## src/sv/hc2_pkg.sv

```systemverilog
// ----------------------------------------------------------------------------
// hc2_pkg: shared types, constants and helpers for the 2x2 Hill stream cipher
// Holds the key matrix types, result slot type, register map and mod-26 math.
// ----------------------------------------------------------------------------
package hc2_pkg;

  localparam int unsigned AddrWidth = 5;
  localparam int unsigned DataWidth = 32;

  // Latency of the inverse-key derivation pipeline, in cycles
  localparam int unsigned DeriveLatency = 6;
  localparam int unsigned BusyWidth     = $clog2(DeriveLatency + 1);

  localparam logic [4:0]  Modulus     = 5'd26;
  localparam logic [10:0] DetBias     = 11'd676;   // 26*26 keeps the det sum positive
  localparam logic [19:0] Mod26Recip  = 20'd315;   // floor(2^13 / 26)
  localparam int unsigned Mod26Shift  = 13;
  localparam logic [4:0]  LetterX     = 5'd23;

  localparam logic [7:0] CharUpperA = 8'h41;
  localparam logic [7:0] CharUpperZ = 8'h5a;
  localparam logic [7:0] CharLowerA = 8'h61;
  localparam logic [7:0] CharLowerZ = 8'h7a;

  typedef enum logic [2:0] {
    RegKeyA = 3'd0,
    RegKeyB = 3'd1,
    RegKeyC = 3'd2,
    RegKeyD = 3'd3,
    RegMode = 3'd4
  } reg_idx_e;

  // Element [0] = a, [1] = b, [2] = c, [3] = d
  typedef logic [3:0][4:0] mat_t;

  localparam mat_t IdentMat = {5'd1, 5'd0, 5'd0, 5'd1};

  typedef struct packed {
    mat_t km;          // key reduced mod 26
    mat_t ik;          // inverse key, zero when not invertible
    logic invertible;
  } key_mat_t;

  typedef struct packed {
    logic [4:0] letter;
    logic       valid;
    logic       last;
    logic       odd;
    logic       nki;
  } res_t;

  // x mod 26 for x < 2048: reciprocal estimate, then one correction step
  function automatic logic [4:0] mod26(input logic [10:0] x);
    logic [19:0] prod;
    logic [11:0] rem;
    prod = 20'(x) * Mod26Recip;
    rem  = 12'(x) - 12'(prod[19:Mod26Shift]) * 12'(Modulus);
    if (rem >= 12'(Modulus)) begin
      rem = rem - 12'(Modulus);
    end
    return rem[4:0];
  endfunction

  // Multiplicative inverse mod 26, zero when none exists
  function automatic logic [4:0] inv26(input logic [4:0] det);
    logic [4:0] inv;
    case (det)
      5'd1:    inv = 5'd1;
      5'd3:    inv = 5'd9;
      5'd5:    inv = 5'd21;
      5'd7:    inv = 5'd15;
      5'd9:    inv = 5'd3;
      5'd11:   inv = 5'd19;
      5'd15:   inv = 5'd7;
      5'd17:   inv = 5'd23;
      5'd19:   inv = 5'd11;
      5'd21:   inv = 5'd5;
      5'd23:   inv = 5'd17;
      5'd25:   inv = 5'd25;
      default: inv = 5'd0;
    endcase
    return inv;
  endfunction

  function automatic res_t mk_res(input logic [4:0] letter, input logic valid,
                                  input logic odd, input logic nki);
    res_t r;
    r.letter = letter;
    r.valid  = valid;
    r.last   = 1'b0;
    r.odd    = odd;
    r.nki    = nki;
    return r;
  endfunction

endpackage

```

## src/sv/hc2_keygen.sv

```systemverilog
// ----------------------------------------------------------------------------
// hc2_keygen: key reduction and inverse-key derivation
// Pipelines det, det^-1 and adjugate products mod 26 after every key write.
// ----------------------------------------------------------------------------
module hc2_keygen
  import hc2_pkg::*;
(
  input  logic     clk_i,
  input  logic     rst_ni,
  input  mat_t     key_i,
  input  logic     key_we_i,
  output key_mat_t keys_o,
  output logic     busy_o
);

  mat_t                km_q, km_d;
  logic [10:0]         sum_q, sum_d;
  logic [4:0]          det_q;
  logic [4:0]          inv_q;
  logic [3:0][9:0]     prod_q, prod_d;
  logic                prod_ok_q;
  mat_t                ik_q, ik_d;
  logic                inv_ok_q;
  logic [BusyWidth-1:0] busy_q;
  logic [4:0]          neg_b, neg_c;

  always_comb begin
    for (int i = 0; i < 4; i++) begin
      km_d[i] = (key_i[i] >= Modulus) ? key_i[i] - Modulus : key_i[i];
    end
  end

  assign sum_d = 11'(10'(km_q[0]) * 10'(km_q[3])) + DetBias
               - 11'(10'(km_q[1]) * 10'(km_q[2]));

  assign neg_b = (km_q[1] == 5'd0) ? 5'd0 : Modulus - km_q[1];
  assign neg_c = (km_q[2] == 5'd0) ? 5'd0 : Modulus - km_q[2];

  assign prod_d[0] = 10'(inv_q) * 10'(km_q[3]);
  assign prod_d[1] = 10'(inv_q) * 10'(neg_b);
  assign prod_d[2] = 10'(inv_q) * 10'(neg_c);
  assign prod_d[3] = 10'(inv_q) * 10'(km_q[0]);

  always_comb begin
    for (int i = 0; i < 4; i++) begin
      ik_d[i] = mod26({1'b0, prod_q[i]});
    end
  end

  always_ff @(posedge clk_i or negedge rst_ni) begin
    if (!rst_ni) begin
      km_q      <= IdentMat;
      sum_q     <= 11'd677;
      det_q     <= 5'd1;
      inv_q     <= 5'd1;
      prod_q    <= {10'd1, 10'd0, 10'd0, 10'd1};
      prod_ok_q <= 1'b1;
      ik_q      <= IdentMat;
      inv_ok_q  <= 1'b1;
      busy_q    <= '0;
    end else begin
      km_q      <= km_d;
      sum_q     <= sum_d;
      det_q     <= mod26(sum_q);
      inv_q     <= inv26(det_q);
      prod_q    <= prod_d;
      prod_ok_q <= (inv_q != 5'd0);
      ik_q      <= ik_d;
      inv_ok_q  <= prod_ok_q;
      if (key_we_i) begin
        busy_q <= BusyWidth'(DeriveLatency);
      end else if (busy_q != '0) begin
        busy_q <= busy_q - 1'b1;
      end
    end
  end

  assign keys_o.km         = km_q;
  assign keys_o.ik         = ik_q;
  assign keys_o.invertible = inv_ok_q;
  assign busy_o            = (busy_q != '0);

endmodule

```

## src/sv/hill_cipher_2x2_stream.sv

```systemverilog
// Flow: an accepted byte is registered in the input register, then its results are
// loaded into the result buffer once it is free. Throughput: one input byte per cycle
// while the buffer is free; a byte's results hold the buffer until the last is taken,
// so the output port sets the sustained rate. After a key write the input is held off
// while the inverse key settles. Reset (rst_ni, async, active low): identity key,
// encrypt mode, no held letter, no pending letter, buffers empty.
// ----------------------------------------------------------------------------
// hill_cipher_2x2_stream: streaming 2x2 Hill cipher mod 26 over ASCII bytes
// Input register, one pass of pairing/matrix logic, and a 3-entry result buffer.
// ----------------------------------------------------------------------------
module hill_cipher_2x2_stream
  import hc2_pkg::*;
(
  input  logic                 clk_i,
  input  logic                 rst_ni,
  // APB configuration
  input  logic                 psel,
  input  logic                 penable,
  input  logic                 pwrite,
  input  logic [AddrWidth-1:0] paddr,
  input  logic [DataWidth-1:0] pwdata,
  output logic [DataWidth-1:0] prdata,
  output logic                 pready,
  // input stream
  input  logic                 in_valid_i,
  output logic                 in_ready_o,
  input  logic [7:0]           in_char_i,
  input  logic                 in_last_i,
  // result stream
  output logic                 res_valid_o,
  input  logic                 res_ready_i,
  output logic [7:0]           out_char_o,
  output logic                 out_valid_o,
  output logic                 out_last_o,
  output logic                 odd_length_error_o,
  output logic                 key_not_invertible_o
);

  mat_t       key_q;
  logic       mode_q;
  logic       wr_en, key_we;
  reg_idx_e   reg_idx;
  key_mat_t   keys;
  logic       key_busy;

  logic       s1_valid_q;
  logic [7:0] s1_char_q;
  logic       s1_last_q;
  logic       s1_adv;

  logic [4:0] held_q, held_d;
  logic       held_v_q, held_v_d;
  logic [4:0] pend_q, pend_d;
  logic       pend_v_q, pend_v_d;

  res_t       grp_q [3];
  res_t       slot_d [3];
  logic [1:0] n_d;
  logic [1:0] cnt_q;
  logic [1:0] head_q;
  logic       pop, grp_free;
  res_t       cur;

  logic       is_upper, is_lower, is_letter;
  logic [4:0] v;
  mat_t       mat;
  logic [4:0] pa, pb;
  logic [4:0] r0, r1;
  logic       nki;

  // --------------------------------------------------------------------------
  // Configuration registers
  // --------------------------------------------------------------------------
  assign pready  = 1'b1;
  assign wr_en   = psel & penable & pwrite;
  assign reg_idx = reg_idx_e'(paddr[AddrWidth-1:2]);
  assign key_we  = wr_en && (reg_idx == RegKeyA || reg_idx == RegKeyB ||
                             reg_idx == RegKeyC || reg_idx == RegKeyD);

  always_ff @(posedge clk_i or negedge rst_ni) begin
    if (!rst_ni) begin
      key_q  <= IdentMat;
      mode_q <= 1'b0;
    end else if (wr_en) begin
      case (reg_idx)
        RegKeyA: key_q[0] <= pwdata[4:0];
        RegKeyB: key_q[1] <= pwdata[4:0];
        RegKeyC: key_q[2] <= pwdata[4:0];
        RegKeyD: key_q[3] <= pwdata[4:0];
        RegMode: mode_q   <= pwdata[0];
        default: ;
      endcase
    end
  end

  always_comb begin
    case (reg_idx)
      RegKeyA: prdata = DataWidth'(key_q[0]);
      RegKeyB: prdata = DataWidth'(key_q[1]);
      RegKeyC: prdata = DataWidth'(key_q[2]);
      RegKeyD: prdata = DataWidth'(key_q[3]);
      RegMode: prdata = DataWidth'(mode_q);
      default: prdata = '0;
    endcase
  end

  hc2_keygen u_keygen (
    .clk_i    (clk_i),
    .rst_ni   (rst_ni),
    .key_i    (key_q),
    .key_we_i (key_we),
    .keys_o   (keys),
    .busy_o   (key_busy)
  );

  // --------------------------------------------------------------------------
  // Input register
  // --------------------------------------------------------------------------
  assign pop        = res_valid_o & res_ready_i;
  assign grp_free   = (cnt_q == 2'd0) || (cnt_q == 2'd1 && pop);
  assign s1_adv     = s1_valid_q & grp_free;
  assign in_ready_o = !key_busy && (!s1_valid_q || s1_adv);

  always_ff @(posedge clk_i or negedge rst_ni) begin
    if (!rst_ni) begin
      s1_valid_q <= 1'b0;
    end else if (in_ready_o) begin
      s1_valid_q <= in_valid_i;
    end
  end

  always_ff @(posedge clk_i) begin
    if (in_valid_i && in_ready_o) begin
      s1_char_q <= in_char_i;
      s1_last_q <= in_last_i;
    end
  end

  // --------------------------------------------------------------------------
  // Letter decode and pair arithmetic
  // --------------------------------------------------------------------------
  assign is_upper  = s1_char_q inside {[CharUpperA:CharUpperZ]};
  assign is_lower  = s1_char_q inside {[CharLowerA:CharLowerZ]};
  assign is_letter = is_upper | is_lower;
  assign v         = is_upper ? 5'(s1_char_q - CharUpperA) : 5'(s1_char_q - CharLowerA);

  assign mat = mode_q ? keys.ik : keys.km;
  // Pair is (held, current) when completing one, else (odd letter, X) for padding
  assign pa  = held_v_q ? held_q : v;
  assign pb  = (is_letter && held_v_q) ? v : LetterX;
  assign r0  = mod26(11'(10'(mat[0]) * 10'(pa)) + 11'(10'(mat[1]) * 10'(pb)));
  assign r1  = mod26(11'(10'(mat[2]) * 10'(pa)) + 11'(10'(mat[3]) * 10'(pb)));
  assign nki = mode_q & ~keys.invertible;

  always_comb begin
    slot_d   = '{default: '0};
    n_d      = 2'd0;
    held_d   = held_q;
    held_v_d = held_v_q;
    pend_d   = pend_q;
    pend_v_d = pend_v_q;

    if (!mode_q) begin
      if (is_letter) begin
        if (pend_v_d) begin
          slot_d[n_d] = mk_res(pend_d, 1'b1, 1'b0, 1'b0);
          n_d         = n_d + 2'd1;
          pend_v_d    = 1'b0;
        end
        if (held_v_d) begin
          slot_d[n_d] = mk_res(r0, 1'b1, 1'b0, 1'b0);
          n_d         = n_d + 2'd1;
          slot_d[n_d] = mk_res(r1, 1'b1, 1'b0, 1'b0);
          n_d         = n_d + 2'd1;
          held_v_d    = 1'b0;
        end else begin
          held_d   = v;
          held_v_d = 1'b1;
        end
      end
      if (s1_last_q) begin
        if (pend_v_d) begin
          slot_d[n_d] = mk_res(pend_d, 1'b1, 1'b0, 1'b0);
          n_d         = n_d + 2'd1;
        end
        // pad the odd letter with X
        if (held_v_d) begin
          slot_d[n_d] = mk_res(r0, 1'b1, 1'b0, 1'b0);
          n_d         = n_d + 2'd1;
          slot_d[n_d] = mk_res(r1, 1'b1, 1'b0, 1'b0);
          n_d         = n_d + 2'd1;
        end
      end
    end else if (!keys.invertible) begin
      // pass letters through, flushing pending then held first
      if (is_letter || s1_last_q) begin
        if (pend_v_d) begin
          slot_d[n_d] = mk_res(pend_d, 1'b1, 1'b0, 1'b1);
          n_d         = n_d + 2'd1;
        end
        if (held_v_d) begin
          slot_d[n_d] = mk_res(held_d, 1'b1, 1'b0, 1'b1);
          n_d         = n_d + 2'd1;
        end
        pend_v_d = 1'b0;
        held_v_d = 1'b0;
        if (is_letter) begin
          slot_d[n_d] = mk_res(v, 1'b1, 1'b0, 1'b1);
          n_d         = n_d + 2'd1;
        end
      end
    end else begin
      if (is_letter) begin
        if (held_v_d) begin
          if (pend_v_d) begin
            slot_d[n_d] = mk_res(pend_d, 1'b1, 1'b0, 1'b0);
            n_d         = n_d + 2'd1;
          end
          slot_d[n_d] = mk_res(r0, 1'b1, 1'b0, 1'b0);
          n_d         = n_d + 2'd1;
          // hold back the second plaintext letter in case it is trailing padding
          pend_d      = r1;
          pend_v_d    = 1'b1;
          held_v_d    = 1'b0;
        end else begin
          held_d   = v;
          held_v_d = 1'b1;
        end
      end
      if (s1_last_q) begin
        if (held_v_d) begin
          if (pend_v_d) begin
            slot_d[n_d] = mk_res(pend_d, 1'b1, 1'b0, 1'b0);
            n_d         = n_d + 2'd1;
          end
          slot_d[n_d] = mk_res(held_d, 1'b1, 1'b1, 1'b0);
          n_d         = n_d + 2'd1;
        end else if (pend_v_d && pend_d != LetterX) begin
          slot_d[n_d] = mk_res(pend_d, 1'b1, 1'b0, 1'b0);
          n_d         = n_d + 2'd1;
        end
      end
    end

    if (s1_last_q) begin
      if (n_d == 2'd0) begin
        slot_d[n_d] = mk_res(5'd0, 1'b0, 1'b0, nki);
        n_d         = n_d + 2'd1;
      end
      slot_d[n_d - 2'd1].last = 1'b1;
      held_d   = 5'd0;
      held_v_d = 1'b0;
      pend_d   = 5'd0;
      pend_v_d = 1'b0;
    end
  end

  always_ff @(posedge clk_i or negedge rst_ni) begin
    if (!rst_ni) begin
      held_q   <= 5'd0;
      held_v_q <= 1'b0;
      pend_q   <= 5'd0;
      pend_v_q <= 1'b0;
    end else if (s1_adv) begin
      held_q   <= held_d;
      held_v_q <= held_v_d;
      pend_q   <= pend_d;
      pend_v_q <= pend_v_d;
    end
  end

  // --------------------------------------------------------------------------
  // Result buffer: drains one entry per output transaction
  // --------------------------------------------------------------------------
  always_ff @(posedge clk_i or negedge rst_ni) begin
    if (!rst_ni) begin
      cnt_q  <= 2'd0;
      head_q <= 2'd0;
    end else if (s1_adv) begin
      cnt_q  <= n_d;
      head_q <= 2'd0;
    end else if (pop) begin
      cnt_q  <= cnt_q - 2'd1;
      head_q <= head_q + 2'd1;
    end
  end

  always_ff @(posedge clk_i) begin
    if (s1_adv) begin
      grp_q <= slot_d;
    end
  end

  assign cur                  = grp_q[head_q];
  assign res_valid_o          = (cnt_q != 2'd0);
  assign out_char_o           = cur.valid ? CharUpperA + 8'(cur.letter) : 8'd0;
  assign out_valid_o          = cur.valid;
  assign out_last_o           = cur.last;
  assign odd_length_error_o   = cur.odd;
  assign key_not_invertible_o = cur.nki;

  // --------------------------------------------------------------------------
  // Assertions
  // --------------------------------------------------------------------------
  a_last_loads: assert property (@(posedge clk_i) disable iff (!rst_ni)
    s1_adv && s1_last_q |=> cnt_q != 2'd0)
    else $error("message end produced no result");

  a_last_clears: assert property (@(posedge clk_i) disable iff (!rst_ni)
    s1_adv && s1_last_q |=> !held_v_q && !pend_v_q)
    else $error("held or pending letter survived message end");

  a_last_tail: assert property (@(posedge clk_i) disable iff (!rst_ni)
    res_valid_o && out_last_o |-> cnt_q == 2'd1)
    else $error("last flag not on final buffered result");

  a_odd_letter: assert property (@(posedge clk_i) disable iff (!rst_ni)
    res_valid_o && odd_length_error_o |-> out_valid_o && !key_not_invertible_o)
    else $error("odd-length flag on a non-letter or non-invertible result");

  a_derive_hold: assert property (@(posedge clk_i) disable iff (!rst_ni)
    key_we |=> !in_ready_o)
    else $error("input accepted while inverse key is being derived");

endmodule

```

## config.mk

```make
export PLATFORM = sky130hd
export DESIGN_NAME = hill_cipher_2x2_stream
export DESIGN_NICKNAME = d
export VERILOG_FILES = /design/src/sv/hc2_pkg.sv /design/src/sv/hc2_keygen.sv /design/src/sv/hill_cipher_2x2_stream.sv
export SDC_FILE = /design/constraint.sdc
export NUM_CORES = 2
export LEC_CHECK = 0
export BUFFER_PORTS_ARGS = -buffer_cell sky130_fd_sc_hd__buf_2
export CAP_MARGIN = 30
export CELL_PAD_IN_SITES_DETAIL_PLACEMENT = 1
export CELL_PAD_IN_SITES_GLOBAL_PLACEMENT = 1
export CORE_ASPECT_RATIO = 1.25
export CORE_MARGIN = 2
export CORE_UTILIZATION = 40
export CTS_CLUSTER_SIZE = 14
export DETAILED_ROUTE_END_ITERATION = 8
export MAX_ROUTING_LAYER = met4
export PLACE_DENSITY = 0.64
export RECOVER_POWER = 25
export SYNTH_ARGS = -nofsm -noshare
export SYNTH_HDL_FRONTEND = slang
export SYNTH_HIERARCHICAL = 1
export SYNTH_SLANG_ARGS = --single-unit
```

## constraint.sdc

```tcl
create_clock -name clk_i -period 21.5 [get_ports clk_i]
set_clock_uncertainty 0.05 [all_clocks]
set_input_delay 2.15 -clock clk_i [delete_from_list [all_inputs] [get_ports clk_i]]
set_output_delay 2.15 -clock clk_i [all_outputs]
set_load 0.01 [all_outputs]
```

==> metrics.md <==
| Metric | Value |
|---|---|
| Post-Synth XOR/XNOR Area | `4.48%` |
| Crit-path slowest cell | `xnor2_1` |
| Starting DRT DRC Count | `999` |
| Layout Nets | `5,157` |
| Total routed wirelength | `92.0 mm` |
| Die Wd | `272 um` |
| RSZ-0062 raised after global routing | `no` |
| Final Cycle Share | `87.6%` |
| Count of cell types in the netlist | `95` |
| Row count | `123` |
| GR Util All Layers | `21.3%` |
| Yosys reg bits | `180` |
| Async S/R FF share, synth | `80.0%` |
| Largest net degree at the start of global routing | `92` |
| Wire per inst | `17.6 um` |
| Area fraction in compound gates after synthesis | `13.5%` |
| Ranking of synthesized cells by area | `ha_1 (25%), fa_1 (21%), inv_1 (8.9%)` |
| Root Driver | `clkbuf_16` |
| Post-synth top area cell | `ha_1` |
| Maximum capacitance violations | `1` |
| Crit path kind | `flip-flop to flip-flop` |
| Max Fanout on Critical Path | `15` |
| DR DRC count | `0` |
| Final slew viol count | `83` |
| Hold Buf Count CTS | `0` |
| HP Class | `flip-flop to flip-flop` |
| Syn-to-layout area delta | `5.66%` |
| Yosys top cell area share | `24.6%` |
| Post-Syn Area | `0.0360 mm^2` |
| Layout cells sized above 1 | `4.88%` |
| Cell count after synthesis | `4,021` |
| Starting Density | `40.2%` |
| Worst Setup End Kind | `flip-flop` |
| Fillers | `10,500` |
| Number of vias per cell | `5.21` |
| Hold_ws | `307 ps` |
| Worst EP required | `21,610 ps` |
| Drt first pass iters | `5` |
| Clock Path Buffers | `2` |
| Die span in y | `339 um` |
| Period minus WS final | `18,840 ps` |
| Core box area | `0.0896 mm^2` |
| Worst-margin pin slew | `4650 ps` |
| Clock-pin slew on the worst setup and hold paths | `70 ps` |
| Final hold violations | `0` |
| CP peak stage delay | `710 ps` |
| Max_slew headroom | `-210%` |
| Cts repair resizes | `0` |
| Post-synth EDFFs | `36` |
| # port buffers | `41` |
| Synth Area per Inst | `8.95 um^2` |
| Gr ovfl total | `0` |
| # IOs | `100` |
| # H-tree levels | `4` |
| GP Congestion | `0.897` |
| TritonCTS clock tree | `built` |
| Simple-Gate Fraction of Synth Area | `10.7%` |
| Vias in the first global route | `29,600` |
| Top_reg_cell synth | `dfrtp_1` |
| Failing checks | `capacitance limit, slew limit` |
| Max Freq | `53.1 MHz` |
| # setup viols final | `0` |
| Via Count | `27,200` |
| Post-synthesis mux area share | `2.60%` |
| Crit path DAT | `18,950 ps` |
| TNS Setup | `0 ps` |
| Final core utilization | `42.4%` |
| Status | `finished with violations` |
| HPWL Detailed | `77.1 mm` |
| Adder-Cell Fraction of Synth Area | `45.1%` |
| Worst skew pair latency | `460 ps` |
| CP Launch Type | `flip-flop` |
| Total CTS buffers | `17` |
| Initial antenna violation count | `3` |
| Total clock sinks | `180` |
| First-pass GRT wire length | `155 mm` |
| Die footprint | `0.0924 mm^2` |
| Sequential share of the synthesized area | `13.1%` |
| Final ANT Viol Nets | `0` |
| Worst path most repeated cell | `fa_1` |
| Post-CTS setup buffers | `0` |
| Main combinational cell family by area after synthesis | `adder cells` |
| Yosys Warn Count | `6` |
[Yosys cell counts, types with 7 or more instances]
library cell	instances
inv_1	857
ha_1	706
fa_1	370
nor2_1	235
nand2_1	214
a21oi_1	201
o21ai_0	129
dfrtp_1	127
xnor2_1	111
and2_1	102
clkbuf_1	71
xor2_1	71
a21o_1	58
mux2i_1	52
o21bai_1	48
nor2b_1	42
o21a_1	37
edfxtp_1	36
nand2b_1	36
nor3_1	35
buf_4	31
nand3_1	31
or2_2	28
mux2_2	27
o22ai_1	26
o31ai_1	20
a211oi_1	19
dfstp_2	17
o211ai_1	17
a31oi_1	16
a21boi_0	14
and3_1	13
a211o_1	12
a221oi_1	11
o2111ai_1	11
or3_1	11
nand4_1	10
buf_1	8
nor4b_1	8
o21ai_1	8
a22oi_1	7
[registers in the layout, indices dropped and copies added (netlist names)]
| signal | flops |
|---|---|
| s1_char_q | 8 |
| cnt_q | 2 |
| pend_q | 5 |
| u_keygen/busy_q | 3 |
| s1_last_q | 1 |
| pend_v_q | 1 |
| u_keygen/prod_ok_q | 1 |
| u_keygen/keys_o | 40 |
| u_keygen/prod_q | 40 |
| s1_valid_q | 1 |
| u_keygen/inv_q | 5 |
| held_v_q | 1 |
| u_keygen/inv_ok_q | 1 |
| head_q | 2 |
| grp_q | 27 |
| held_q | 5 |
| u_keygen/det_q | 5 |
| u_keygen/sum_q | 11 |
| mode_q | 1 |
| key_q | 20 |
[through the flow]
step	cell area (um^2)	setup WS (ps)	instances
after floorplan	36100	5330	4048
after global placement	37500	2850	5193
after detailed placement	37500	2720	5195
after CTS	38000	2580	5227
after global routing	38000	1350	5229
final	38000	2660	5229
[path summary, 6_finish.rpt]
check	endpoint	start	cells past startpoint	slack [ps]
worst max-delay path	grp_q[3]	s1_char_q[0]	66	2660
worst min-delay path	u_keygen/inv_ok_q	u_keygen/prod_ok_q	0	310
worst max register to register	grp_q[3]	s1_char_q[0]	66	2660
worst min register to register	u_keygen/inv_ok_q	u_keygen/prod_ok_q	0	310
max in group asynchronous	mode_q	rst_ni	2	14570
min in group asynchronous	head_q[0]	rst_ni	1	1640
[logic make-up (layout without fill, tap and decap cells)]
| logic type | count (synthesis) | in the layout |
|---|---|---|
| compound gates | 729 | 729 |
| xor+xnor | 183 | 183 |
| fa+ha+maj | 1076 | 1076 |
| buf+inv | 975 | 968 |
| flops | 180 | 180 |
| mux | 84 | 84 |
| other cells | 2 | 30 |
| simple gates | 792 | 792 |
[layout make-up]
class	instances	area, um^2	share of cell area, %
clock inverter	10	98.8	0.260
inverter	862	3240	8.51
timing repair buffer	74	445	1.17
clock buffer	22	444	1.17
antenna	1	2.50	0.00658
multi-input combinational	2893	27600	72.6
tap	1187	1490	3.91
sequential	180	4710	12.4
[per-layer routing]
layer	part of all wire, %	vias to the layer above	global-route usage (%)
met2	51	313	37.6
met5	0	-	-
met1	45	13600	26.6
met3	2.1	92	1.44
met4	2.1	0	4.83
li1	-	13200	-
[cell usage in the layout (no fill, tap or decap), types with 52 or more instances in the layout]
cell type and n:
a21o_1 58, a21oi_1 201, and2_1 93, dfrtp_1 126
fa_1 370, ha_1 706, inv_1 857, mux2i_1 52
nand2_1 214, nor2_1 235, o21ai_0 129, xnor2_1 111
xor2_1 71
[critical path: cells and delay by family (launching register included)]
| kind | cells | cell delay [ps] |
|---|---|---|
| simple gates | 9 | 2370 |
| compound gates | 27 | 5830 |
| xor+xnor | 3 | 1050 |
| buf+inv | 10 | 1290 |
| fa+ha+maj | 17 | 7340 |
| flops | 1 | 540 |
Power is left out: the tool's default activity adds up to more than one toggle a clock period on the data nets, which glitch-free logic cannot reach.
